--- src/rtl/core/dceq_pkg.sv ---
// ----------------------------------------------------------------------------
// dceq_pkg
// Shared constants, types and helpers for the dual contouring quad core.
// ----------------------------------------------------------------------------
package dceq_pkg;

  // Grid geometry
  localparam int MAX_NODES = 256;
  localparam int MIN_NODES = 3;
  localparam int POS_W     = $clog2(MAX_NODES);
  localparam int SIZE_W    = POS_W + 1;
  localparam int ADDR_W    = 2 * POS_W;
  localparam int MEM_DEPTH = MAX_NODES * MAX_NODES;

  // Field widths
  localparam int IDX_W     = 24;
  localparam int PHI_W     = 24;
  localparam int AXIS_W    = 2;
  localparam int CFG_W     = 9;
  localparam int CFG_IDX_W = 2;

  // Group queue sizing
  localparam int FIFO_DEPTH = 8;
  localparam int FIFO_PTR_W = $clog2(FIFO_DEPTH);
  localparam int FIFO_CNT_W = $clog2(FIFO_DEPTH + 1);
  localparam int INFL_W     = 2;
  localparam int NUM_AXES   = 3;

  // Configuration register indexes
  localparam logic [CFG_IDX_W-1:0] CFG_NODES_X = CFG_IDX_W'(0);
  localparam logic [CFG_IDX_W-1:0] CFG_NODES_Y = CFG_IDX_W'(1);
  localparam logic [CFG_IDX_W-1:0] CFG_NODES_Z = CFG_IDX_W'(2);

  typedef enum logic [AXIS_W-1:0] {
    AXIS_X = 2'd0,
    AXIS_Y = 2'd1,
    AXIS_Z = 2'd2
  } axis_t;

  // Effective grid sizes
  typedef struct packed {
    logic [SIZE_W-1:0] nx;
    logic [SIZE_W-1:0] ny;
    logic [SIZE_W-1:0] nz;
  } dims_t;

  // All quads of one node: base cell index, stride offsets, enables, orientation
  typedef struct packed {
    logic [IDX_W-1:0]    base;
    logic [ADDR_W-1:0]   xs;
    logic [ADDR_W-1:0]   xs1;
    logic [ADDR_W-1:0]   zs;
    logic [ADDR_W-1:0]   zs1;
    logic [ADDR_W-1:0]   xz;
    logic [ADDR_W-1:0]   xz1;
    logic [NUM_AXES-1:0] en;
    logic [NUM_AXES-1:0] dir;
  } group_t;

  // Clamp a programmed size into the supported range
  function automatic logic [SIZE_W-1:0] eff_size(input logic [CFG_W-1:0] v);
    logic [SIZE_W-1:0] r;
    if (int'(v) < MIN_NODES) begin
      r = SIZE_W'(MIN_NODES);
    end else if (int'(v) > MAX_NODES) begin
      r = SIZE_W'(MAX_NODES);
    end else begin
      r = SIZE_W'(v);
    end
    return r;
  endfunction

endpackage

--- src/rtl/core/dceq_group_fifo.sv ---
// ----------------------------------------------------------------------------
// dceq_group_fifo
// Small queue of per-node quad groups between the pipeline and the output.
// ----------------------------------------------------------------------------
module dceq_group_fifo (
  input  logic                              clk,
  input  logic                              rst_n,
  input  logic                              push,
  input  dceq_pkg::group_t                  push_data,
  input  logic                              pop,
  output dceq_pkg::group_t                  head,
  output logic                              head_valid,
  output logic [dceq_pkg::FIFO_CNT_W-1:0]   count
);

  localparam int PTR_W = dceq_pkg::FIFO_PTR_W;
  localparam int CNT_W = dceq_pkg::FIFO_CNT_W;

  dceq_pkg::group_t q_mem [dceq_pkg::FIFO_DEPTH];
  logic [PTR_W-1:0] wr_ptr_r, rd_ptr_r;
  logic [CNT_W-1:0] cnt_r, cnt_nxt;

  // Occupancy update
  always_comb begin
    case ({push, pop})
      2'b10:   cnt_nxt = cnt_r + CNT_W'(1);
      2'b01:   cnt_nxt = cnt_r - CNT_W'(1);
      default: cnt_nxt = cnt_r;
    endcase
  end

  always_ff @(posedge clk) begin
    if (!rst_n) begin
      wr_ptr_r <= '0;
      rd_ptr_r <= '0;
      cnt_r    <= '0;
    end else begin
      if (push) begin
        wr_ptr_r <= wr_ptr_r + PTR_W'(1);
      end
      if (pop) begin
        rd_ptr_r <= rd_ptr_r + PTR_W'(1);
      end
      cnt_r <= cnt_nxt;
    end
  end

  // Store incoming group
  always_ff @(posedge clk) begin
    if (push) begin
      q_mem[wr_ptr_r] <= push_data;
    end
  end

  assign head       = q_mem[rd_ptr_r];
  assign head_valid = (cnt_r != '0);
  assign count      = cnt_r;

  a_no_overflow: assert property (@(posedge clk) disable iff (!rst_n)
    push && !pop |-> cnt_r < CNT_W'(dceq_pkg::FIFO_DEPTH))
    else $error("group queue overflow");

  a_no_underflow: assert property (@(posedge clk) disable iff (!rst_n)
    pop |-> cnt_r != '0)
    else $error("group queue underflow");

endmodule

--- config.mk ---
export PLATFORM = sky130hd
export DESIGN_NAME = dceq_group_fifo
export DESIGN_NICKNAME = d
export VERILOG_FILES = /design/src/rtl/core/dceq_pkg.sv /design/src/rtl/core/dceq_group_fifo.sv
export SDC_FILE = /design/constraint.sdc
export NUM_CORES = 1
export LEC_CHECK = 0
export BUFFER_PORTS_ARGS = -buffer_cell sky130_fd_sc_hd__buf_2
export CAP_MARGIN = 20
export CELL_PAD_IN_SITES_DETAIL_PLACEMENT = 1
export CELL_PAD_IN_SITES_GLOBAL_PLACEMENT = 1
export CORE_ASPECT_RATIO = 0.6
export CORE_MARGIN = 5
export CORE_UTILIZATION = 40
export DETAILED_ROUTE_END_ITERATION = 16
export PLACE_DENSITY = 0.73
export SETUP_SLACK_MARGIN = 0.02
export SKIP_CTS_REPAIR_TIMING = 1
export SYNTH_ARGS = -nofsm -noshare
export SYNTH_HDL_FRONTEND = slang
export SYNTH_SLANG_ARGS = --single-unit
--- constraint.sdc ---
create_clock -name clk -period 14.28 [get_ports clk]
set_input_delay 2.856 -clock clk [delete_from_list [all_inputs] [get_ports clk]]
set_output_delay 2.856 -clock clk [all_outputs]
set_load 0.02 [all_outputs]
# Word-level counts from Yosys, hierarchy flattened
# Memories as Yosys holds them, arrays and structs flattened. A register that Yosys moved wholly into a read port is not among the register bits.
# Cells that the tools add are included.
dict set report word_totals {
  register_bits 10
  mem_bits_rw 1008
  inputBits 130
  n_memories 1
}
# memory depth width rd rd_ports_with_merged_regs wr line
set mem_list {}
lappend mem_list {q_mem 8 126 1 1 1 dceq_group_fifo.sv:19} ;# dceq_pkg::group_t q_mem [dceq_pkg::FIFO_DEPTH];
dict set report classes {
  n_addsub 4
  eq_ne 2
  mux 5
  n_reduce_logical 2
}
# operator n
set op_table {}
lappend op_table {{4-bit one-hot mux with 2 select lines} 1}
lappend op_table {{3-bit by 1-bit adder with 3-bit output (second input constant)} 2}
lappend op_table {{3-bit 2-to-1 mux} 2}
lappend op_table {{4-bit by 1-bit adder with 4-bit output (second input constant)} 1}
lappend op_table {{4-bit nonzero test} 1}
lappend op_table {{4-bit by 1-bit subtractor with 4-bit output (second input constant)} 1}
lappend op_table {{2-bit by 1-bit equality test with 1-bit output (second input constant)} 1}
lappend op_table {{2-bit equality test (second input constant)} 1}
lappend op_table {{1-bit 2-to-1 mux} 2}
lappend op_table {{2-bit nonzero test} 1}

# Logic depth before layout (Yosys ltp)
dict set report depth {
  word_depth 3
  ltp_mapped 8
  ltp_nobuf 8
}

# Least setup slack after synthesis
# No wires, ideal clock.
dict set report synth_path {
  path_kind {input port to flip-flop}
  from {in push}
  to {mem q_mem[0][0] in the netlist's numbering, enable pin}
  setup_time_ns 0.766
  arrival_time_ns 11.456
  path_slack_ns 2.058
  path_stages 2
  path_cell_list {nand2b_1 -> nor3_1}
}
dict set report synth_between {
  elab_chain_len 2
}
# element line
set synth_rtl {}
lappend synth_rtl {{start, declared} dceq_group_fifo.sv:8} ;# input logic push,
lappend synth_rtl {{1-bit 2-to-1 mux} dceq_group_fifo.sv:50} ;# if (push) begin
lappend synth_rtl {{1-bit 2-to-1 mux (not written as such)} dceq_group_fifo.sv:51} ;# q_mem[wr_ptr_r] <= push_data;
lappend synth_rtl {{end, declared} dceq_group_fifo.sv:19}
# Every way passes these cells.

==> results by group <==
Run status
  • Outcome: completed

Synth
  • Top cell type by total area after synthesis: edfxtp_1
  • YS warnings: 0
  • Number of synthesized register bits: 1021
  • Register area share after synthesis: 79.4%
  • Synth top area share: 78.7%
  • Main synth FF type: edfxtp_1
  • Syn Area/Cell: 25.2 µm²
  • Area of the mapped netlist: 0.0385 mm²
  • Area contributors post-synth: edfxtp_1 79%, mux4_2 15%, mux2_2 3.7%
  • FFs w/ async S/R, synth: 0%
  • Post-Syn Instances: 1525
  • Post-synth EDFFs: 1008
  • Synth cell types: 27
  • Syn nets: 1660

Setup path
  • Critical Path Source Type: flop
  • R2R setup slack: 11.63 ns
  • Crit path DAT: 3.96 ns
  • Path depth of the worst reg2reg path: 4
  • Setup crit end kind: output pin
  • CP Class: flop to output pin
  • Critical-path cell list: buf_4, buf_16, buf_12, mux4_2, mux2_2, buf_2
  • Worst Path Required: 11.42 ns
  • Worst Path Max Fanout: 94
  • Reg2reg start: wr_ptr_r[0]$_SDFFE_PN0P_
  • Crit path buf inv count: 4
  • Delay of the slowest cell on the worst path: 0.61 ns
  • FF-to-FF End: q_mem[7][81]$_DFFE_PP_
  • Slowest CP cell: dfxtp_4
  • Cell count along the critical path: 6
  • Delay-heaviest family, CP: buffers and inverters

Route
  • 1st-iter DRT viols: 1303
  • Drt first pass iters: 4
  • WL/cell: 26.0 µm
  • Vias per std cell: 5.30
  • Vias: 16900
  • Total Routed Length: 83000 µm
  • Residual DRC: 0
  • Final ANT Viol Nets: 0

Layout
  • Final Cell Area: 0.0444 mm²
  • Layout area overhead: 15.4%
  • NumNets Final: 1981
  • Share of layout cells above drive strength 1: 43.1%

GRT
  • Largest net degree at the start of global routing: 95
  • First-pass GRT wire length: 125000 µm
  • Vias in the first global route: 18800
  • GRT overflow: 0
  • Initial antenna violation count: 19
  • GRT Util Overall: 16.3%

Pwr
  • Seq pwr share: 52.2%
  • Logic pwr share: 8.9%
  • Tot Pwr: 6520 µW
  • Power Density: 147 mW/mm²
  • Max rail drop VDD: 0.0959 mV
  • Lkg Pwr: 0.0140 µW
  • Clk pwr share: 38.9%
  • Cell Int Power: 5060 µW
  • Sw Ratio: 22.4%
  • Net Sw Power: 1460 µW

STA
  • RSZ-0062 raised after global routing: no
  • Actual slew at the worst max-slew pin: 1.05 ns
  • Setup TNS: 0 ns
  • Fraction of the cycle the final worst path needs: 47.8%
  • Count of final hold-check violations: 0
  • Fin. max-slew vios: 0
  • Final setup viols: 0
  • Slew HR: 30.0%
  • Post-Route Skew: 0.0265 ns
  • Period minus WS final: 6.82 ns
  • Highest clock rate: 147 MHz

Die
  • Core Area: 0.0958 mm²
  • Die area: 0.103 mm²
  • Boundary Pins: 261
  • Die Height: 250 µm
  • Initial Util: 40.1%
  • Die W: 410 µm
  • # rows: 88

Min path
  • Hold Path Stages: 2
  • Worst Min Path Start: count[3]$_SDFFE_PN0P_
  • Worst Hold Class: flop to flop
  • Worst Hold Endpoint: count[3]$_SDFFE_PN0P_

Clock tree
  • CTS clock-pin slew for the worst setup and hold paths: 0.06 ns
  • Clock latency on the worst-skew pair: 0.69 ns
  • H-tree Lvls: 3
  • Clk buf depth: 3
  • Clk root buf: clkbuf_16
  • CTS tree: yes
  • Clk sink count: 1021
  • CTS buffer count: 96

Placed design
  • PortBufs: 260
  • DP Area: 0.0412 mm²
  • DP HPWL: 45600 µm
  • Final RePlAce weighted congestion: 0.688

Run
  • Maxcap violations: 0
per-layer routing:
| layer | vias to the layer above | global-route usage (%) | share of wire [%] |
|---|---|---|---|
| met5 | - | 0 | 0.15 |
| met4 | 18 | 4.01 | 1.8 |
| met3 | 123 | 3.72 | 4.8 |
| met2 | 345 | 27.4 | 51 |
| met1 | 9218 | 21.8 | 43 |
| li1 | 7200 | - | - |
power groups by stage:
stage	sequential, µW	clock [µW]	combinational, µW
global route	3410	2760	623
floorplan	3470	0	396
CTS	3400	2620	593
detailed placement	3470	0	590
finish	3400	2540	580
global placement	3460	0	575
kinds of logic after synthesis:
family                     Yosys count  share of synthesized area [%]
xor gates and xnor gates             7                          0.159
DFF                               1021                           79.4
AOI/OAI and AO/OA                    5                         0.0911
and+or+nand+nor                     31                          0.426
muxes                              383                           18.6
buffers and inverters               73                           1.18
adders and majority gates            5                          0.163
registers in the layout, indices dropped and copies added (netlist names), named ones only:
| register | flops |
|---|---|
| rd_ptr_r | 3 |
| q_mem | 1008 |
| wr_ptr_r | 3 |
| count | 4 |
final cells by class:
cell class                 count  area (µm²)
sequential                  1021       30500
fill                        8631       51400
clock inverter                59         582
timing repair buffer         295        1620
antenna                        6        15.0
clock buffer                 114        2530
multi-input combinational    431        7520
inverter                       1        3.75
tap                         1260        1580
cell usage in the layout (no fill, tap or decap), types with 3 or more instances in the layout:
master and n:
and2_1 6, buf_2 260, buf_4 32, bufinv_16 9, clkbuf_1 13, clkbuf_16 97
clkbuf_8 4, clkinv_1 18, clkinv_2 19, clkinvlp_4 4, dfxtp_1 10, dfxtp_4 3
diode_2 6, edfxtp_1 1008, ha_1 5, inv_6 4, mux2_2 127, mux2i_1 4
mux4_2 252, nand2_1 6, nand2b_1 4, nor2_4 6, nor2b_1 3, xnor2_1 3
xor2_1 4
metrics by stage:
step | hold WS [ns] | setup WS (ns) | instances | util (%)
floorplan | 0.512 | 2.06 | 1525 | -
global placement | 0.460 | 7.79 | 3006 | 43.0
detailed placement | 0.506 | 7.70 | 3006 | 43.0
CTS | 0.513 | 6.95 | 3179 | 46.3
global route | 0.540 | 7.15 | 3184 | 46.3
finish | 0.516 | 7.46 | 3187 | 46.3
cells in the mapped netlist (4+ instances only):
library cell	number
xor2_1	4
mux2_2	127
dfxtp_1	13
nand2_1	6
clkbuf_1	22
buf_1	5
buf_2	25
edfxtp_1	1008
ha_1	5
buf_6	20
nand2b_1	4
mux2i_1	4
nor2_1	6
mux4_2	252
and2_1	6
how the worst max path moves through the flow:
stage	from	to	slack, ns
after floorplan	push	q_mem[0][0]$_DFFE_PP_	2.06
after global placement	flop	head[23]	7.79
after detailed placement	flop	head[23]	7.70
after CTS	flop	head[23]	6.95
after global routing	flop	head[85]	7.15
final	flop	head[96]	7.46
tightest hold or removal path, stage by stage (launching register included):
cell	delay [ns]
dfxtp_1	0.34
nand2_1	0.07
mux2i_1	0.06
(Power assumes the default switching activity.)
