**config.mk**
```make
export PLATFORM = sky130hd
export DESIGN_NAME = dceq_quad_emit
export DESIGN_NICKNAME = d
export VERILOG_FILES = /design/src/rtl/core/dceq_pkg.sv /design/src/rtl/core/dceq_quad_emit.sv
export SDC_FILE = /design/constraint.sdc
export NUM_CORES = 1
export LEC_CHECK = 0
export ABC_AREA = 1
export BUFFER_PORTS_ARGS = -buffer_cell sky130_fd_sc_hd__buf_4
export CORE_ASPECT_RATIO = 1.1
export CORE_MARGIN = 5
export CORE_UTILIZATION = 41
export DETAILED_ROUTE_END_ITERATION = 8
export GPL_TIMING_DRIVEN = 0
export PLACE_DENSITY = 0.73
export SYNTH_ARGS = -nofsm -noshare
export SYNTH_HDL_FRONTEND = slang
export SYNTH_SLANG_ARGS = --single-unit
```
**constraint.sdc**
```tcl
create_clock -name clk -period 3.7 [get_ports clk]
set_input_delay 0.37 -clock clk [delete_from_list [all_inputs] [get_ports clk]]
set_output_delay 0.37 -clock clk [all_outputs]
set_load 0.05 [all_outputs]
```
**src/rtl/core/dceq_pkg.sv**
```systemverilog
// ----------------------------------------------------------------------------
// dceq_pkg
// Shared constants, types and helpers for the dual contouring quad core.
// ----------------------------------------------------------------------------
package dceq_pkg;

  // Grid geometry
  localparam int MAX_NODES = 256;
  localparam int MIN_NODES = 3;
  localparam int POS_W     = $clog2(MAX_NODES);
  localparam int SIZE_W    = POS_W + 1;
  localparam int ADDR_W    = 2 * POS_W;
  localparam int MEM_DEPTH = MAX_NODES * MAX_NODES;

  // Field widths
  localparam int IDX_W     = 24;
  localparam int PHI_W     = 24;
  localparam int AXIS_W    = 2;
  localparam int CFG_W     = 9;
  localparam int CFG_IDX_W = 2;

  // Group queue sizing
  localparam int FIFO_DEPTH = 8;
  localparam int FIFO_PTR_W = $clog2(FIFO_DEPTH);
  localparam int FIFO_CNT_W = $clog2(FIFO_DEPTH + 1);
  localparam int INFL_W     = 2;
  localparam int NUM_AXES   = 3;

  // Configuration register indexes
  localparam logic [CFG_IDX_W-1:0] CFG_NODES_X = CFG_IDX_W'(0);
  localparam logic [CFG_IDX_W-1:0] CFG_NODES_Y = CFG_IDX_W'(1);
  localparam logic [CFG_IDX_W-1:0] CFG_NODES_Z = CFG_IDX_W'(2);

  typedef enum logic [AXIS_W-1:0] {
    AXIS_X = 2'd0,
    AXIS_Y = 2'd1,
    AXIS_Z = 2'd2
  } axis_t;

  // Effective grid sizes
  typedef struct packed {
    logic [SIZE_W-1:0] nx;
    logic [SIZE_W-1:0] ny;
    logic [SIZE_W-1:0] nz;
  } dims_t;

  // All quads of one node: base cell index, stride offsets, enables, orientation
  typedef struct packed {
    logic [IDX_W-1:0]    base;
    logic [ADDR_W-1:0]   xs;
    logic [ADDR_W-1:0]   xs1;
    logic [ADDR_W-1:0]   zs;
    logic [ADDR_W-1:0]   zs1;
    logic [ADDR_W-1:0]   xz;
    logic [ADDR_W-1:0]   xz1;
    logic [NUM_AXES-1:0] en;
    logic [NUM_AXES-1:0] dir;
  } group_t;

  // Clamp a programmed size into the supported range
  function automatic logic [SIZE_W-1:0] eff_size(input logic [CFG_W-1:0] v);
    logic [SIZE_W-1:0] r;
    if (int'(v) < MIN_NODES) begin
      r = SIZE_W'(MIN_NODES);
    end else if (int'(v) > MAX_NODES) begin
      r = SIZE_W'(MAX_NODES);
    end else begin
      r = SIZE_W'(v);
    end
    return r;
  endfunction

endpackage

```
**src/rtl/core/dceq_quad_emit.sv**
```systemverilog
// ----------------------------------------------------------------------------
// dceq_quad_emit
// Walks the enabled axes of the head group and loads one quad per
// transaction into the output register.
// ----------------------------------------------------------------------------
module dceq_quad_emit (
  input  logic                          clk,
  input  logic                          rst_n,
  input  dceq_pkg::group_t              head,
  input  logic                          head_valid,
  output logic                          pop,
  input  logic                          out_ready,
  output logic                          out_valid,
  output logic [dceq_pkg::IDX_W-1:0]    corner_first,
  output logic [dceq_pkg::IDX_W-1:0]    corner_second,
  output logic [dceq_pkg::IDX_W-1:0]    corner_third,
  output logic [dceq_pkg::IDX_W-1:0]    corner_fourth,
  output logic [dceq_pkg::AXIS_W-1:0]   edge_axis,
  output logic                          last_of_run
);

  localparam int IDX_W  = dceq_pkg::IDX_W;
  localparam int ADDR_W = dceq_pkg::ADDR_W;
  localparam int NAX    = dceq_pkg::NUM_AXES;

  logic [NAX-1:0]    done_r, pend, sel;
  logic              last, load, d;
  dceq_pkg::axis_t   axis;
  logic [ADDR_W-1:0] o0, o1, o2, o3;
  logic              out_valid_r;
  logic [IDX_W-1:0]  c0_r, c1_r, c2_r, c3_r;
  dceq_pkg::axis_t   axis_r;
  logic              last_r;

  // Pick the next pending axis in x, y, z order
  always_comb begin
    pend = head.en & ~done_r;
    if (pend[0]) begin
      sel  = 3'b001;
      axis = dceq_pkg::AXIS_X;
    end else if (pend[1]) begin
      sel  = 3'b010;
      axis = dceq_pkg::AXIS_Y;
    end else begin
      sel  = 3'b100;
      axis = dceq_pkg::AXIS_Z;
    end
    last = ((pend & ~sel) == '0);
    load = head_valid && (!out_valid_r || out_ready);
    pop  = load && last;
  end

  // Corner offsets below the base index, by axis and orientation
  always_comb begin
    d  = |(head.dir & sel);
    o0 = '0;
    o1 = '0;
    o2 = '0;
    o3 = '0;
    case (axis)
      dceq_pkg::AXIS_X: begin
        o0 = d ? head.xz1 : head.xz;
        o1 = d ? head.xs1 : head.xs;
        o2 = d ? head.xs  : head.xs1;
        o3 = d ? head.xz  : head.xz1;
      end
      dceq_pkg::AXIS_Y: begin
        o0 = d ? head.xz1 : head.zs1;
        o1 = d ? head.xz  : head.zs;
        o2 = d ? head.zs  : head.xz;
        o3 = d ? head.zs1 : head.xz1;
      end
      dceq_pkg::AXIS_Z: begin
        o0 = d ? head.xz1 : head.xs1;
        o1 = d ? head.zs1 : ADDR_W'(1);
        o2 = d ? ADDR_W'(1) : head.zs1;
        o3 = d ? head.xs1 : head.xz1;
      end
      default: begin
        o0 = '0;
      end
    endcase
  end

  // Output register and progress through the head group
  always_ff @(posedge clk) begin
    if (!rst_n) begin
      out_valid_r <= 1'b0;
      done_r      <= '0;
    end else begin
      if (load) begin
        out_valid_r <= 1'b1;
        done_r      <= last ? '0 : (done_r | sel);
      end else if (out_ready) begin
        out_valid_r <= 1'b0;
      end
    end
  end

  always_ff @(posedge clk) begin
    if (load) begin
      c0_r   <= head.base - {{(IDX_W - ADDR_W){1'b0}}, o0};
      c1_r   <= head.base - {{(IDX_W - ADDR_W){1'b0}}, o1};
      c2_r   <= head.base - {{(IDX_W - ADDR_W){1'b0}}, o2};
      c3_r   <= head.base - {{(IDX_W - ADDR_W){1'b0}}, o3};
      axis_r <= axis;
      last_r <= last;
    end
  end

  assign out_valid     = out_valid_r;
  assign corner_first  = c0_r;
  assign corner_second = c1_r;
  assign corner_third  = c2_r;
  assign corner_fourth = c3_r;
  assign edge_axis     = axis_r;
  assign last_of_run   = last_r;

endmodule

```
# After elaboration in Yosys (flattened, before gate mapping)
# Index checks and enable logic that the tools add are counted.
op_classes:
  addsub: 4
  n_eq_ne: 2
  mux: 23
  n_bitwise: 6
  reduce_logical: 8
op_table:
  columns: ["operator", "n"]
  rows:
  - ["$mux W16", 12]
  - ["$pmux W16 S3", 4]
  - ["$sub A24 B16 Y24", 4]
  - ["$and A3 B3 Y3", 3]
  - ["$mux W3", 3]
  - ["$not A3 Y3", 2]
  - ["$mux W2", 2]
  - ["$logic_not A3 Y1", 1]
  - ["$or A3 B3 Y3", 1]
  - ["$reduce_or A3 Y1", 1]
  - ["$eq A2 B1 Y1 const B", 1]
  - ["$eq A2 B2 Y1 const B", 1]
  - ["$logic_and A1 B1 Y1", 2]
  - ["$logic_not A2 Y1", 1]
  - ["$mux W1", 2]
  - ["$reduce_bool A2 Y1", 1]
  - ["$logic_not A1 Y1", 1]
  - ["$logic_or A1 B1 Y1", 1]
word_totals:
  register_bits: 103
  inputBits: 130
  output_inout_bits: 101
  wordCells: 51

# Depth between registers and ports, before layout
# Gate-level depths: netlist (run 1).
logic_depth:
  word_depth: 9
  depth_mapped: 22
  mapped_depth_nobuf: 21

# Worst setup path before layout (run 1)
# No wires, ideal clock.
synth_timing:
  path_kind: "register to register"
  start: "reg out_valid_r, in the netlist out_valid"
  end: "reg c0_r[0], in the netlist corner_first[0] (enable)"
  t_arrival_ps: 2678
  required_ps: 3246
  setup_slack_ps: 568
  path_stages_with_launch: 4
  path_buffers: 0
  path_cell_list: "dfxtp_1 nand2_1 nand2_1 inv_1"
synth_via:
  elab_chain_len: 3
synth_rtl:
  columns: ["item", "line_no", "source"]
  rows:
  - ["from (decl)", "dceq_quad_emit.sv:30", "logic out_valid_r;"]
  - ["from (signal assigned)", "dceq_quad_emit.sv:88", "out_valid_r <= 1'b0;"]
  - ["from (signal assigned)", "dceq_quad_emit.sv:92", "out_valid_r <= 1'b1;"]
  - ["from (signal assigned)", "dceq_quad_emit.sv:95", "out_valid_r <= 1'b0;"]
  - ["$logic_not A1 Y1", "dceq_quad_emit.sv:49", "load = head_valid && (!out_valid_r || out_ready);"]
  - ["$logic_or A1 B1 Y1", "dceq_quad_emit.sv:49", null]
  - ["$logic_and A1 B1 Y1", "dceq_quad_emit.sv:49", null]
  - ["via load", "dceq_quad_emit.sv:27", "logic last, load, d;"]
  - ["to (signal assigned)", "dceq_quad_emit.sv:102", "c0_r <= head.base - {{(IDX_W - ADDR_W){1'b0}}, o0};"]
  - ["to (decl)", "dceq_quad_emit.sv:31", "logic [IDX_W-1:0] c0_r, c1_r, c2_r, c3_r;"]
# The timed path passes the listed nets, and every way through them passes these cells.
# A chain may end at the register's enable or synchronous reset.

# Worst setup path in the final report (run 1)
layout_timing:
  start: "reg done_r[0]"
  end: "reg c1_r[19], in the netlist corner_second[19] (data pin)"
layout_via:
  elab_chain_len: 8
  elab_cells_between_ends: 14
layout_rtl:
  columns: ["item", "line_no", "source"]
  rows:
  - ["from (decl)", "dceq_quad_emit.sv:26", "logic [NAX-1:0] done_r, pend, sel;"]
  - ["from (signal assigned)", "dceq_quad_emit.sv:93", "done_r <= last ? '0 : (done_r | sel);"]
  - ["$not A3 Y3 (*)", "dceq_quad_emit.sv:37", "pend = head.en & ~done_r;"]
  - ["$and A3 B3 Y3 (*)", "dceq_quad_emit.sv:37", null]
  - ["$mux W3", "dceq_quad_emit.sv:38", "if (pend[0]) begin"]
  - ["$and A3 B3 Y3", "dceq_quad_emit.sv:55", "d = |(head.dir & sel);"]
  - ["$reduce_or A3 Y1", "dceq_quad_emit.sv:55", null]
  - ["$mux W16, on equally long branches", "dceq_quad_emit.sv:75, dceq_quad_emit.sv:63, dceq_quad_emit.sv:69", null]
  - ["$pmux W16 S3 (*)", "dceq_quad_emit.sv:60", "case (axis)"]
  - ["$sub A24 B16 Y24 (*)", "dceq_quad_emit.sv:103", "c1_r <= head.base - {{(IDX_W - ADDR_W){1'b0}}, o1};"]
  - ["to (signal assigned)", "dceq_quad_emit.sv:103", null]
  - ["to (decl)", "dceq_quad_emit.sv:31", null]
# Every way passes the cells marked *; elsewhere a longest branch is shown, timed or not.

==> impl.org, run 1 <==
** Run status
- The run finished with clean final reports.

** Setup path
- Required time at the endpoint of the critical path :: 3810 ps
- Critical path start-end classification :: reg -> reg
- Setup slack on the worst reg-to-reg path comes out at 170 ps.
- Family with the most delay on the worst path :: simple AND/OR/NAND/NOR gates
- Worst-path cell chain :: inv_2 > nand2_2 > buf_6 > nand2_1 > inv_2 > clkbuf_1 > nand3_1 > nand2_1 > nor2_1 > ha_1 > nand2_1 > nor2_1 > nand3_1 > nand2_1 > nand3_1 > nand3_1 > nand2_1
- Together, buffers and inverters on the worst path number 4.
- Critical R2R Capture :: corner_second[19]
- The worst register-to-register path begins at done_r[0].
- Data arrival time of the critical path :: 3640 ps
- The worst register-to-register path has a depth of 17.
- Delay of the slowest critical-path stage :: 600 ps
- Startpoint types :: flop
- Crit path depth :: 17
- Crit path capture :: corner_second[19]
- Worst Setup SP :: done_r[0]
- Sort of element at the end of the critical path :: flop
- Largest fanout of any net on the critical path :: 10
- Cell type of the slowest stage on the worst timing path :: sky130_fd_sc_hd__clkbuf_1
- Cell mode on critical path :: sky130_fd_sc_hd__nand2_1

** Placement
- Total cell area at the placement stage :: 13600 sq um
- GPL Wtd Cong :: 1.11
- Once placement completed, the tool counted placed cells totaling 2514.
- Estimated wirelength of the detail-placed design :: 40900 um
- In this run the tool buffered the top-level ports with 227 buffer cells.

** Global route
- In the global route stage, overall resource usage came out at 31.8%.
- Entering global routing, the biggest net connects 69 pins.
- Initial antenna violation count :: 2
- The number of global-route vias before repair was 12700.
- The total overflow left after global routing is 0.
- Global-route wire length before repair :: 74700 um

** Timing
- Unrepaired setup endpoints after global routing :: false
- Post-Route Skew :: 10.9 ps
- Final worst path period share :: 95.4%
- Final setup violation count :: 0
- Crit path time final :: 3530 ps
- The final hold violation count came to 0.
- Count of final max-slew check failures :: 0
- The worst pin sits at a relative slew slack of 46.5%.
- Actual transition at the worst max-transition pin :: 802 ps
- Achievable clock frequency :: 0.283 GHz

** Power and ir drop
- Largest voltage drop on the vdd net :: 0.270 mV
- Overall power consumption after layout is estimated at 0.00604 W.
- Power density cells :: 434 nW/um^2
- The analysis attributes to cell leakage a power of 7.70 nW.

** Layout
- At the end of the flow, the number of nets in the layout was 2360.
- With fillers left out, the area of the finished cells amounts to 13900 sq um.
- Final cell count without fillers :: 2530
- The layout has 2933 filler cells.
- Most frequent cells in the layout :: sky130_fd_sc_hd__nand2_1, sky130_fd_sc_hd__inv_1, sky130_fd_sc_hd__buf_4
- Most common library cell in the layout ignoring fill and taps :: sky130_fd_sc_hd__nand2_1
- The post-route netlist has 14.3% of its cells at a drive strength greater than 1.
- Compared with the post-synthesis result, the final layout area differs by 21.8%.
- The repair_antennas step left the layout with diodes totalling 0.

** Drt
- The first detailed-routing pass ran for 6 iterations.
- After detailed routing, the total wire length is 50700 um.
- Detailed routing placed a total of 22100 um of wire on met2.
- Length of routed wiring on met1 :: 20500 um
- Violation count after the first detailed-route iteration :: 1582
- Once detail routing completed, the nets flagged for antenna violations numbered 0.
- For this run, design rule violations remaining after detail routing come to 0.
- Top metal layer carrying routed signals :: met5
- After detailed routing, the number of vias per cell comes to 5.33.
- In the final routed layout, each cell accounts on average for 20.1 um.
- Total length of routed met3 wires :: 5580 um
- Vias :: 13500

** Floorplanning
- Top-Level Pins :: 231
- From bottom edge to top edge, the die measures 185 um.
- The initial utilization of the core area, before any placement, comes to 41.3%.
- Overall die area :: 31300 sq um
- Std cell rows :: 64
- Die boundary width :: 169 um
- After floorplanning, the core was sized to cover 27600 sq um.

** Logic synthesis
- Post-synth EDFFs :: 99
- Cells after Synth :: 1923
- After synthesis, flip-flops and latches occupy 26.8% of the total area.
- Summed instance area of the synthesized netlist :: 11400 sq um
- Number of warnings printed during yosys synthesis :: 0
- Synthesis inferred 103 register bits.
- Proportion of register bits with asynchronous set or reset after synthesis :: 0%
- Each instance of the synthesized netlist takes up on average 5.93 sq um.
- The number of nets handed over by synthesis was 2121.
- Top FF cell, synth :: sky130_fd_sc_hd__edfxtp_1
- The netlist uses 35 different library cells.

** CTS
- In this run the clock root is driven by a sky130_fd_sc_hd__clkbuf_16.
- The clock drives 103 sinks.
- The clock passes through at most 2 buffers.
- Number of H-tree levels :: 3
- Clock transition at the registers of the reported paths :: 70 ps
- The number of clock buffers added by TritonCTS is 9.
- At the later pin of the worst-skew pair, clock insertion delay measures 370 ps.
- CTS tree :: yes

** Job
- Max-cap check violation count :: 0

** Hold path
- The path class of the tightest hold or removal check is in -> reg.
-- area by class of cell --
type,count,area (sq um),share of cell area (%)
flip-flops and latches,103,3050,22.0
inverters,327,1230,8.85
well taps,363,454,3.27
clock inverters,5,35.0,0.252
repair buffers,228,1730,12.5
plain buffers,56,324,2.33
clock buffers,11,233,1.67
multi-input cells,1437,6840,49.2
-- Yosys cell counts (6+ instances only) --
| cell | count | area, sq um |
|---|---|---|
| sky130_fd_sc_hd__nand2_1 | 753 | 2830 |
| sky130_fd_sc_hd__inv_1 | 324 | 1220 |
| sky130_fd_sc_hd__nand3_1 | 206 | 1030 |
| sky130_fd_sc_hd__nor2_1 | 202 | 758 |
| sky130_fd_sc_hd__edfxtp_1 | 99 | 2970 |
| sky130_fd_sc_hd__ha_1 | 64 | 801 |
| sky130_fd_sc_hd__nand4_1 | 45 | 282 |
| sky130_fd_sc_hd__o21ai_0 | 42 | 210 |
| sky130_fd_sc_hd__a21oi_1 | 39 | 195 |
| sky130_fd_sc_hd__xor2_1 | 35 | 307 |
| sky130_fd_sc_hd__buf_2 | 29 | 145 |
| sky130_fd_sc_hd__clkbuf_1 | 12 | 45.0 |
| sky130_fd_sc_hd__o21ai_1 | 12 | 60.1 |
| sky130_fd_sc_hd__buf_4 | 9 | 67.6 |
| sky130_fd_sc_hd__nor3_1 | 8 | 40.0 |
| sky130_fd_sc_hd__xnor2_1 | 6 | 52.6 |
-- how the worst min path moves through the flow --
stage	slack, ps	endpoint	from	cells past startpoint
6_report	240	done_r[2]	rst_n	3
3_3_place_gp	440	done_r[2]	done_r[2]	2
2_1_floorplan	430	done_r[2]	done_r[2]	2
5_1_grt	250	done_r[2]	rst_n	3
4_1_cts	230	done_r[2]	rst_n	3
3_5_place_dp	440	done_r[2]	done_r[2]	2
-- stage by stage --
stage | hold slack, ps | util (%) | TNS [ps] | setup slack, ps
floorplan | 428 | - | 0 | 568
CTS | 232 | 50.2 | 0 | 11.4
global placement | 445 | 49.1 | -28390 | -351
detailed placement | 444 | 49.2 | -1230 | -368
global route | 255 | 50.3 | 0 | 12.2
finish | 236 | 50.3 | 0 | 171
-- power by group --
group	switching [W]	internal (W)	total (W)
logic	0.00247	0.00103	0.00350
registers	0.0000589	0.00157	0.00163
clock network	0.000447	0.000457	0.000905
total	0.00298	0.00306	0.00604
-- per-layer routing --
layer | GRT usage (%) | vias to the layer above
li1 | - | 6493
met1 | 42.1 | 6038
met2 | 50.9 | 818
met3 | 5.70 | 144
met4 | 14.7 | 4
met5 | 0 | -
-- timing repair --
| item | CTS | global route |
|---|---|---|
| buffers inserted | 0 | 0 |
| setup endpoints to repair | 4 | 20 |
| pin swaps | 0 | 0 |
| gates resized for setup | 2 | 17 |
| hold buffers | 0 | 0 |
-- worst register-to-register path: cells and delay by family (launching register included) --
family / cells / cell delay [ps]
fa+ha+maj: 1 / 370
simple gates: 12 / 1560
buf+inv: 4 / 1010
flops: 1 / 320
-- state kept, by name, indices dropped and copies added, names as in the netlist --
name and cells:
corner_fourth 24, done_r 3, corner_second 24, corner_third 24, out_valid 1, edge_axis 2, last_of_run 1, corner_first 24
-- kinds of logic after synthesis --
family | after synthesis | share of synthesized area (%)
simple gates | 1226 | 44.2
flops | 103 | 26.8
xor+xnor | 41 | 3.15
compound gates | 102 | 4.66
buf+inv | 383 | 13.5
fa+ha+maj | 68 | 7.72
Note: power is estimated with default switching activity, not from simulation.
==> inputs of run 2 (changes only) <==
Settings changed: ABC_AREA 1 to not set, PLACE_DENSITY 0.73 to 0.75.
==> impl.org, run 2 <==
** Hold path
- The worst hold path stage count was 2 (was 3).
- The kind of path behind the tightest hold check is in -> reg (unchanged).

** Setup path
- Delay of the slowest critical-path stage :: 360 ps (was 600 ps)
- Data arrival time of the critical path :: 3840 ps (was 3640 ps)
- The startpoint kind of the worst setup timing path was a flop (unchanged).
- Required time at the endpoint of the critical path :: 3810 ps (about the same)
- The largest fanout on the critical path came to 8 (was 10).
- The family with the most delay on the worst path is compound AO/OA/AOI/OAI gates (was simple AND/OR/NAND/NOR gates).
- Worst-path cell chain: nand2b_4 > clkbuf_16 > a31o_4 > clkbuf_16 > nand2_2 > a21oi_2 > a221oi_2 > ha_1 > nor2b_4 > o31a_1 > o31a_1 > a221o_1 > a21o_1 > a211oi_2 > xor2_1 (was inv_2 > nand2_2 > buf_6 > nand2_1 > inv_2 > clkbuf_1 > nand3_1 > nand2_1 > nor2_1 > ha_1 > nand2_1 > nor2_1 > nand3_1 > nand2_1 > nand3_1 > nand3_1 > nand2_1).
- Crit path depth :: 15 (was 17)
- Cell type of the slowest stage on the worst timing path :: sky130_fd_sc_hd__a221o_1 (was sky130_fd_sc_hd__clkbuf_1)
- Worst reg2reg path depth :: 15 (was 17)
- The total buffers and inverters traversed by the critical path is 2 (was 4).
- The type of the setup path with the least slack was reg -> reg (unchanged).
- Sort of element at the end of the critical path :: flop (unchanged)

** Global route
- The number of antenna violations at the first check in global routing was 1 (was 2).
- The number of global-route vias before repair was 8607 (was 12700).
- The overall fraction of global-route tracks in use came to 26.0% (was 31.8%).
- Total gr overflow :: 0 (unchanged)
- Largest net degree at the start of global routing :: 38 (was 69)
- Global-route wire length before repair :: 48600 um (was 74700 um)

** Run status
- Result of the run: finished with violations (was finished clean).
- Violated checks :: setup timing

** Floorplanning
- The count of standard-cell rows came to 56 (was 64).
- Die boundary height :: 164 um (was 185 um)
- Starting density of the core :: 41.6% (was 41.3%)
- Top-Level Pins :: 231 (unchanged)
- Die boundary width :: 150 um (was 169 um)
- Core ar. :: 21400 sq um (was 27600 sq um)
- Overall die area :: 24700 sq um (was 31300 sq um)

** Logic synthesis
- The number of enable-type register cells in the synthesized netlist was 99 (unchanged).
- Summed instance area of the synthesized netlist :: 8890 sq um (was 11400 sq um)
- Area contributors post-synth: sky130_fd_sc_hd__edfxtp_1, sky130_fd_sc_hd__ha_1, sky130_fd_sc_hd__a21oi_1, sky130_fd_sc_hd__nand2_1, sky130_fd_sc_hd__xnor2_1 (was sky130_fd_sc_hd__edfxtp_1, sky130_fd_sc_hd__nand2_1, sky130_fd_sc_hd__inv_1, sky130_fd_sc_hd__nand3_1, sky130_fd_sc_hd__ha_1).
- The share of the synthesized area in the top cell type was 33.5% (was 26.1%).
- Synthesis-stage register bit count :: 103 (unchanged)
- Proportion of register bits with asynchronous set or reset after synthesis :: 0% (unchanged)
- The post-synthesis area per instance came to 9.03 sq um (was 5.93 sq um).
- Number of warnings printed during yosys synthesis :: 0 (unchanged)
- The commonest register cell after synthesis is sky130_fd_sc_hd__edfxtp_1 (unchanged).
- Most common cell in the synthesized netlist :: sky130_fd_sc_hd__nand2_1 (unchanged)
- The number of instances in the synthesized netlist came to 984 (was 1923).
- Count of different cell masters after synthesis :: 70 (was 35)
- The post-synthesis net count was 1182 (was 2121).
- Leading cell types by count after synthesis :: sky130_fd_sc_hd__nand2_1, sky130_fd_sc_hd__edfxtp_1, sky130_fd_sc_hd__a21oi_1 (was sky130_fd_sc_hd__nand2_1, sky130_fd_sc_hd__inv_1, sky130_fd_sc_hd__nand3_1)
- Sequential share of the synthesized area :: 34.4% (was 26.8%)
- Dominant cell type by area after synthesis :: sky130_fd_sc_hd__edfxtp_1 (unchanged)

** Drt
- The count of vias placed by the detailed router was 9087 (was 13500).
- The residual DRC count is 0 (unchanged).
- The number of iterations in the first detailed-routing pass is 5 (was 6).
- The detail-routed net length per standard cell was 21.8 um (was 20.1 um).
- The violation count after the first detailed-route iteration came to 765 (was 1582).
- Via-to-Cell Ratio :: 5.89 (was 5.33)
- The wire length reported by the detailed router came to 33600 um (was 50700 um).
- Count of antenna-violating nets left after detailed routing :: 0 (unchanged)

** Timing
- Post-Route Skew :: 12.3 ps (was 10.9 ps)
- Count of final max-slew check failures :: 0 (unchanged)
- The sum of negative setup slack was -68.4 ps (was 0 ps).
- The share of the clock period used by the worst path after layout came to 101% (was 95.4%).
- Unrepaired setup endpoints after global routing :: true (was false)
- The final-report setup violation count is 2 (was 0).
- Crit path time final :: 3740 ps (was 3530 ps)
- Actual transition at the worst max-transition pin :: 664 ps (was 802 ps)
- Hold violation total from the final report :: 0 (unchanged)
- The maximum clock frequency is 0.268 GHz (was 0.283 GHz).
- The final worst hold slack is 211 ps (was 236 ps).
- Max-Slew Margin vs Limit :: 55.4% (was 46.5%)
- Setup WS post-layout :: -37.1 ps (was 171 ps)

** CTS
- Number of buffers created by CTS :: 9 (unchanged)
- The clock-pin slew on the worst setup and hold paths is 80 ps (was 70 ps).
- Clock tree buffer depth :: 2 (unchanged)
- The clock latency on the worst-skew pair was 370 ps (about the same).
- The root buffer selected by CTS is sky130_fd_sc_hd__clkbuf_16 (unchanged).
- Clock sinks :: 103 (unchanged)
- The number of hold-repair buffers added at the cts stage was 0 (unchanged).
- The TritonCTS clock tree was yes (unchanged).
- The CTS H-tree depth was 3 (unchanged).

** Layout
- Fraction of final layout cells sized beyond drive strength 1 :: 33.3% (was 14.3%)
- Number of fill cells in the layout :: 1937 (was 2933)
- Most common library cell in the layout ignoring fill and taps :: sky130_fd_sc_hd__buf_4 (was sky130_fd_sc_hd__nand2_1)
- Most frequent cells in the layout: sky130_fd_sc_hd__buf_4, sky130_fd_sc_hd__nand2_1, sky130_fd_sc_hd__edfxtp_1 (was sky130_fd_sc_hd__nand2_1, sky130_fd_sc_hd__inv_1, sky130_fd_sc_hd__buf_4).
- The synthesis-to-finish area growth is 36.0% (was 21.8%).
- Number of inserted diodes :: 0 (unchanged)
- The multi-input combinational cell area came to 5940 sq um (was 6840 sq um).
- Register Area :: 3060 sq um (was 3050 sq um)
- The total number of nets in the final design came to 1445 (was 2360).

** Placement
- Estimated wirelength of the detail-placed design :: 26300 um (was 40900 um)
- The final weighted congestion of routability-driven global placement was 0.970 (was 1.11).
- Buffers added on ports :: 224 (was 227)
- The post-placement setup slack was -1090 ps (was -368 ps).

** Power and ir drop
- The power density over the cells came to 450 nW/um^2 (was 434 nW/um^2).
- The maximum vdd ir drop was 0.242 mV (was 0.270 mV).
- Cell leakage power :: 5.03 nW (was 7.70 nW)

** Job
- Max-cap check violation count :: 0 (unchanged)
## run 2: path summary, 6_finish.rpt
path	from	end	slack (ps)
setup / recovery	done_r[0]	corner_second[18]	-40
setup reg to reg	done_r[0]	corner_second[18]	-40
hold / removal	head_valid	out_valid	210
hold reg to reg	done_r[2]	done_r[2]	490
## run 2: power by group
part / switching [W] / total (W) / internal (W)
Combinational: 0.00181 / 0.00287 / 0.00106
Sequential: 0.0000539 / 0.00160 / 0.00155
Clock: 0.000501 / 0.000975 / 0.000474
Total: 0.00236 / 0.00544 / 0.00308
## run 2: area by class of cell
type | count | share of cell area [%]
Clock inverter | 7 | 0.569
Inverter | 35 | 1.09
Tap cell | 290 | 3.00
Sequential cell | 103 | 25.3
Buffer | 51 | 2.80
Multi-Input combinational cell | 794 | 49.1
Timing Repair Buffer | 253 | 16.3
Clock buffer | 9 | 1.86
## run 2: logic make-up (layout without fill, tap and decap cells)
kind of cell	Yosys count	count (layout)	share of synthesized area, %
AOI/OAI and AO/OA	310	310	23.4
and+or+nand+nor	293	293	15.3
DFF	103	103	34.4
buffers and inverters	87	355	3.70
xor gates and xnor gates	74	74	7.29
adders and majority gates	68	68	9.91
muxes	49	49	5.96
## run 2: routing by layer
metal	track usage (%)	routed length, um	part of all wire, %	up-vias
li1	-	-	-	4251
met1	31.2	12700	38	4291
met2	42.1	15800	47	445
met3	7.30	3280	9.8	98
met4	14.1	1810	5.4	2
met5	0	8	0.024	-
## run 2: timing repair
item                       CTS  global route
gates resized for setup     91            74
setup buffers               11            13
pin swaps                   13            20
gates cloned                 1             1
setup endpoints to repair   67            42
## run 2: worst register-to-register path, cell delays in order (launching register included)
cell and delay [ps]:
sky130_fd_sc_hd__dfxtp_2 340, sky130_fd_sc_hd__nand2b_4 160, sky130_fd_sc_hd__clkbuf_16 170, sky130_fd_sc_hd__a31o_4 260, sky130_fd_sc_hd__clkbuf_16 160, sky130_fd_sc_hd__nand2_2 60, sky130_fd_sc_hd__a21oi_2 60, sky130_fd_sc_hd__a221oi_2 270
sky130_fd_sc_hd__ha_1 300, sky130_fd_sc_hd__nor2b_4 130, sky130_fd_sc_hd__o31a_1 260, sky130_fd_sc_hd__o31a_1 340, sky130_fd_sc_hd__a221o_1 370, sky130_fd_sc_hd__a21o_1 240, sky130_fd_sc_hd__a211oi_2 260, sky130_fd_sc_hd__xor2_1 90
## run 2: stage by stage
step / area [sq um] / cells / util (%) / total power [W]
2_1_floorplan: 8900 / 984 / - / 0.00344
3_3_place_gp: 10900 / 1498 / 51.2 / 0.00420
3_5_place_dp: 11000 / 1501 / 51.5 / 0.00423
4_1_cts: 11700 / 1528 / 54.8 / 0.00532
5_1_grt: 12100 / 1542 / 56.6 / 0.00571
6_report: 12100 / 1542 / 56.6 / 0.00544
